$ cat config.mk
export PLATFORM = sky130hd
export DESIGN_NAME = sactl_lookup
export DESIGN_NICKNAME = d
export VERILOG_FILES = /design/src/hw/rtl/sactl_pkg.sv /design/src/hw/rtl/sactl_lookup.sv
export SDC_FILE = /design/constraint.sdc
export NUM_CORES = 1
export LEC_CHECK = 0
export BUFFER_PORTS_ARGS = -buffer_cell sky130_fd_sc_hd__buf_4
export CAP_MARGIN = 20
export CORE_AREA = 5 5 231 233
export DETAILED_ROUTE_END_ITERATION = 10
export DIE_AREA = 0 0 236 238
export GPL_TIMING_DRIVEN = 0
export PLACE_DENSITY = 0.47
export SETUP_SLACK_MARGIN = 0.02
export SLEW_MARGIN = 40
export SYNTH_ARGS = -nofsm -noshare
export SYNTH_HDL_FRONTEND = slang
export SYNTH_SLANG_ARGS = --single-unit
$ cat constraint.sdc
create_clock -name vclk -period 4.5
set_clock_uncertainty 0.1 [all_clocks]
set_input_delay 0.225 -clock vclk [all_inputs]
set_output_delay 0.225 -clock vclk [all_outputs]
set_load 0.02 [all_outputs]
$ cat src/hw/rtl/sactl_pkg.sv
// Package for the set-associative cache tag store with LRU replacement.
// Holds sizes, codes, the transaction structs and the state machine type.
// No dependencies; every other file in hw/rtl imports it.
package sactl_pkg;

   localparam int MAX_SET_BITS = 6;
   localparam int MAX_WAYS     = 4;
   localparam int NUM_SETS     = 1 << MAX_SET_BITS;
   localparam int SET_W        = (MAX_SET_BITS > 0) ? MAX_SET_BITS : 1;
   localparam int ADDR_W       = 64;
   localparam int TAG_W        = 64;
   localparam int WAY_W        = (MAX_WAYS > 1) ? $clog2(MAX_WAYS) : 1;
   localparam int AGE_W        = WAY_W;
   localparam int NW_W         = $clog2(MAX_WAYS + 1);
   localparam int CNT_W        = 32;

   localparam int SETB_W     = 3;
   localparam int WAYS_W     = 3;
   localparam int BLKB_W     = 6;
   localparam int CSR_IDX_W  = 2;
   localparam int CSR_DATA_W = 6;

   localparam logic [AGE_W-1:0] AGE_MAX = AGE_W'(MAX_WAYS - 1);

   // Access kinds.
   localparam logic [1:0] OP_LOAD   = 2'd0;
   localparam logic [1:0] OP_STORE  = 2'd1;
   localparam logic [1:0] OP_MODIFY = 2'd2;
   localparam logic [1:0] OP_IFETCH = 2'd3;

   // Lookup outcomes.
   localparam logic [1:0] OUT_HIT   = 2'd0;
   localparam logic [1:0] OUT_MISS  = 2'd1;
   localparam logic [1:0] OUT_EVICT = 2'd2;

   // Configuration register indexes.
   localparam logic [CSR_IDX_W-1:0] CSR_SET_BITS   = 2'd0;
   localparam logic [CSR_IDX_W-1:0] CSR_WAYS       = 2'd1;
   localparam logic [CSR_IDX_W-1:0] CSR_BLOCK_BITS = 2'd2;

   typedef enum logic [1:0] {
      ST_IDLE,
      ST_LOOKUP,
      ST_LOOKUP2
   } state_type;

   typedef struct packed {
      logic [1:0]        op;
      logic [ADDR_W-1:0] address;
   } req_type;

   typedef struct packed {
      logic [1:0]       outcome;
      logic [CNT_W-1:0] hit_total;
      logic [CNT_W-1:0] miss_total;
      logic [CNT_W-1:0] evict_total;
      logic             last;
   } rsp_type;

   // One memory row holds the tags and recency ranks of all ways of a set.
   typedef struct packed {
      logic [MAX_WAYS-1:0][TAG_W-1:0] tag;
      logic [MAX_WAYS-1:0][AGE_W-1:0] age;
   } row_type;

   typedef struct packed {
      logic busy;
      logic lookup;
      logic second;
      logic last;
   } ctrl_type;

endpackage

$ cat src/hw/rtl/sactl_lookup.sv
// Way logic for one set: tag match, fill or LRU victim choice, and age update.
// Purely combinational; the caller registers the row it returns. Uses sactl_pkg.
module sactl_lookup (
   input  sactl_pkg::row_type                row_in,
   input  logic [sactl_pkg::MAX_WAYS-1:0]   valid_in,
   input  logic [sactl_pkg::TAG_W-1:0]      tag,
   input  logic [sactl_pkg::NW_W-1:0]       nw,
   output sactl_pkg::row_type                row_out,
   output logic [sactl_pkg::MAX_WAYS-1:0]   valid_out,
   output logic [1:0]                        outcome
);
   import sactl_pkg::*;

   logic [MAX_WAYS-1:0] in_use;
   logic [MAX_WAYS-1:0] hit_vec;
   logic [MAX_WAYS-1:0] empty_vec;
   logic                hit_any;
   logic                empty_any;
   logic [WAY_W-1:0]    hit_w;
   logic [WAY_W-1:0]    empty_w;
   logic [WAY_W-1:0]    victim_w;
   logic [AGE_W-1:0]    best_age;
   logic                found;
   logic [WAY_W-1:0]    way;
   logic [NW_W-1:0]     old_rank;

   always_comb begin
      for (int i = 0; i < MAX_WAYS; i++) begin
         in_use[i]    = NW_W'(i) < nw;
         hit_vec[i]   = in_use[i] && valid_in[i] && (row_in.tag[i] == tag);
         empty_vec[i] = in_use[i] && !valid_in[i];
      end
   end

   // Lowest-numbered matching line and lowest-numbered empty line.
   always_comb begin
      hit_any   = 1'b0;
      empty_any = 1'b0;
      hit_w     = '0;
      empty_w   = '0;
      for (int i = MAX_WAYS - 1; i >= 0; i--) begin
         if (hit_vec[i]) begin
            hit_any = 1'b1;
            hit_w   = WAY_W'(i);
         end
         if (empty_vec[i]) begin
            empty_any = 1'b1;
            empty_w   = WAY_W'(i);
         end
      end
   end

   // Oldest line in use; a tie goes to the lowest-numbered one.
   always_comb begin
      found    = 1'b0;
      best_age = '0;
      victim_w = '0;
      for (int i = 0; i < MAX_WAYS; i++) begin
         if (in_use[i] && (!found || row_in.age[i] > best_age)) begin
            found    = 1'b1;
            best_age = row_in.age[i];
            victim_w = WAY_W'(i);
         end
      end
   end

   always_comb begin
      if (hit_any) begin
         way      = hit_w;
         old_rank = NW_W'(row_in.age[hit_w]);
         outcome  = OUT_HIT;
      end else if (empty_any) begin
         way      = empty_w;
         old_rank = NW_W'(MAX_WAYS);
         outcome  = OUT_MISS;
      end else begin
         way      = victim_w;
         old_rank = NW_W'(MAX_WAYS);
         outcome  = OUT_EVICT;
      end
   end

   // Lines that were more recent than the touched one move back one rank.
   always_comb begin
      row_out   = row_in;
      valid_out = valid_in;
      for (int i = 0; i < MAX_WAYS; i++) begin
         if (in_use[i] && (WAY_W'(i) != way) && valid_in[i]
             && (NW_W'(row_in.age[i]) < old_rank) && (row_in.age[i] < AGE_MAX)) begin
            row_out.age[i] = row_in.age[i] + AGE_W'(1);
         end
      end
      row_out.age[way] = '0;
      row_out.tag[way] = tag;
      valid_out[way]   = 1'b1;
   end

endmodule

==> summary.txt <==
Status
  – Status: finished with violations
  – Failing checks: setup timing

GRT
  – Largest net degree at the start of global routing: 11
  – Initial antenna violation count: 2
  – First-pass GRT wire length: 107000 um
  – Global route overflow: 0
  – Vias in the first global route: 11800
  – Tot GR Track Use: 27.1%

Synth
  – Distinct cell type count after synthesis: 68
  – Cell taking the most area after synthesis: mux2_2
  – Cell with the most instances after synthesis: mux2_2
  – Gate Count Post-Synth: 984
  – Top cells by count, synth: 251 x mux2_2, 127 x xor2_1, 108 x xnor2_1, 70 x nor4_1, 66 x clkbuf_1
  – Main area contributors after synthesis: mux2_2 36%, xor2_1 14%, xnor2_1 12%
  – Synth Net Count: 1333
  – Warnings from Yosys: 0
  – Post-synth top area share: 35.7%
  – Post-synthesis sequential area ratio: 0%
  – Cell Area, Synth: 7910 sq um
  – Synth Area per Inst: 8.04 sq um

Timing
  – RSZ-0062 raised after global routing: true
  – Final period util: 116%
  – Fmax: 0.192 GHz
  – Worst slew margin: 40.0%
  – Final setup violation count: 268
  – Pins Over Slew Limit: 0
  – Final Hold Fails: 0
  – Total negative slack: -160.28 ns
  – Setup slack after layout: -0.709 ns
  – Worst-Margin Slew: 0.901 ns
  – Crit path time final: 5.21 ns

Final layout
  – Layout cells sized above 1: 64.4%
  – Area growth syn-to-layout: 108%
  – Number of clock buffers in the layout: 0
  – Final sequential cell count: 0
  – Area occupied by registers: 0 sq um
  – Number of nets in the layout: 1968
  – Core Util, Final: 32.3%

Detailed routing
  – Metal3 WL: 5560 um
  – DRT iter0 DRCs: 877
  – Routed vias: 11400
  – Drt total wl: 83600 um
  – DR DRC count: 0
  – Routed WL per cell: 36.4 um
  – Drt first pass iters: 5
  – Vias per inst: 4.98
  – Routed wl met2: 39600 um
  – Top sig layer: met5
  – Remaining antenna violation count: 0
  – Metal-1 WL: 36800 um

Setup path
  – CP top delay family: compound AO/OA/AOI/OAI gates
  – CP Buf/Inv Count: 8
  – Worst path slowest cell: a221o_1
  – CP max stage delay: 0.42 ns
  – Critical path fanouts, max: 7
  – Critical path capture point type: output pin
  – CP Class: in -> out
  – Most frequent CP cell: buf_12
  – Arr. time, crit path: 4.88 ns
  – CP Launch Type: primary input
  – CP required: 4.18 ns

Place
  – Count of input and output buffers: 540
  – Post-DP HPWL: 66900 um
  – Routability congestion estimate: 0.949

Floorplanning
  – FP Rows: 83
  – Die Height: 238 um
  – Initial core utilization: 15.5%
  – Io pins: 605
  – Core Box Area: 51000 sq um
  – Die area: 56200 sq um
  – Die W: 236 um

Flow run
  – Max-Cap Viols: 0

Hold path
  – Hold Path Class: in -> out
==> cell type report <==
| cell class | count | area, sq um |
|---|---|---|
| repair buffers | 632 | 6200 |
| inverters | 18 | 67.6 |
| plain buffers | 93 | 955 |
| multi-input cells | 874 | 8410 |
| fillers | 5453 | 34500 |
| diodes | 1 | 2.50 |
| well taps | 680 | 851 |
==> tightest hold or removal path, delay by kind of cell <==
kind	cells	cell delay (ns)
buffers and inverters	2	0.24
AND/OR/NAND/NOR	1	0.10
==> worst paths after layout <==
kind   startpoint      endpoint  slack [ns]  cells after the start
max         nw[2]  row_out[220]       -0.71                     26
min   valid_in[3]  valid_out[3]        0.68                      3
==> metrics by stage <==
step | instances | worst slack (ns) | instance area, sq um | hold slack, ns
floorplan | 984 | -0.0430 | 8020 | 0.445
global placement | 2204 | -1.74 | 12900 | 0.682
detailed placement | 2205 | -1.55 | 13000 | 0.680
CTS | 2279 | -0.600 | 15600 | 0.681
global route | 2297 | -0.848 | 16500 | 0.689
finish | 2298 | -0.709 | 16500 | 0.682
==> kinds of logic (layout without fill, tap and decap cells) <==
family	Yosys count	in the layout	synth area share [%]
AOI/OAI and AO/OA	70	70	6.30
and+or+nand+nor	296	297	22.4
other	0	1	0
buffers and inverters	111	743	6.34
xor gates and xnor gates	236	236	26.2
adders and majority gates	14	14	2.21
muxes	257	257	36.5
==> what timing repair did <==
action / 4_1_cts / 5_1_grt
buffers inserted: 57 / 8
resized for setup: 399 / 186
cloned: 17 / 9
pin swaps: 15 / 11
endpoints found under the setup margin: 268 / 268
hold buffers: 0 / 0
==> placed cells by master, fill, tap and decap left out, types with 4 or more instances in the layout <==
cell and instances:
a2111oi_0 6, a21oi_1 6, buf_12 31, buf_16 13
buf_4 367, buf_6 225, buf_8 9, clkbuf_1 10
clkbuf_16 15, clkbuf_2 49, clkbuf_8 4, ha_1 11
inv_1 17, mux2_2 101, mux2_4 151, mux2i_2 4
nand2_1 31, nand2b_1 4, nand3_1 6, nand4_1 54
nand4b_1 5, nor2_1 20, nor2b_1 39, nor3_1 14
nor4_1 66, nor4b_1 4, o21ai_0 5, o21ai_1 9
o21ai_2 5, or3_1 4, or4_1 5, xnor2_1 106
xor2_1 127
==> metal layers <==
layer	global-route usage, %	up-vias
met5	0	-
met4	3.89	2
met3	4.39	76
met2	46.7	656
met1	36.7	5831
li1	-	4872
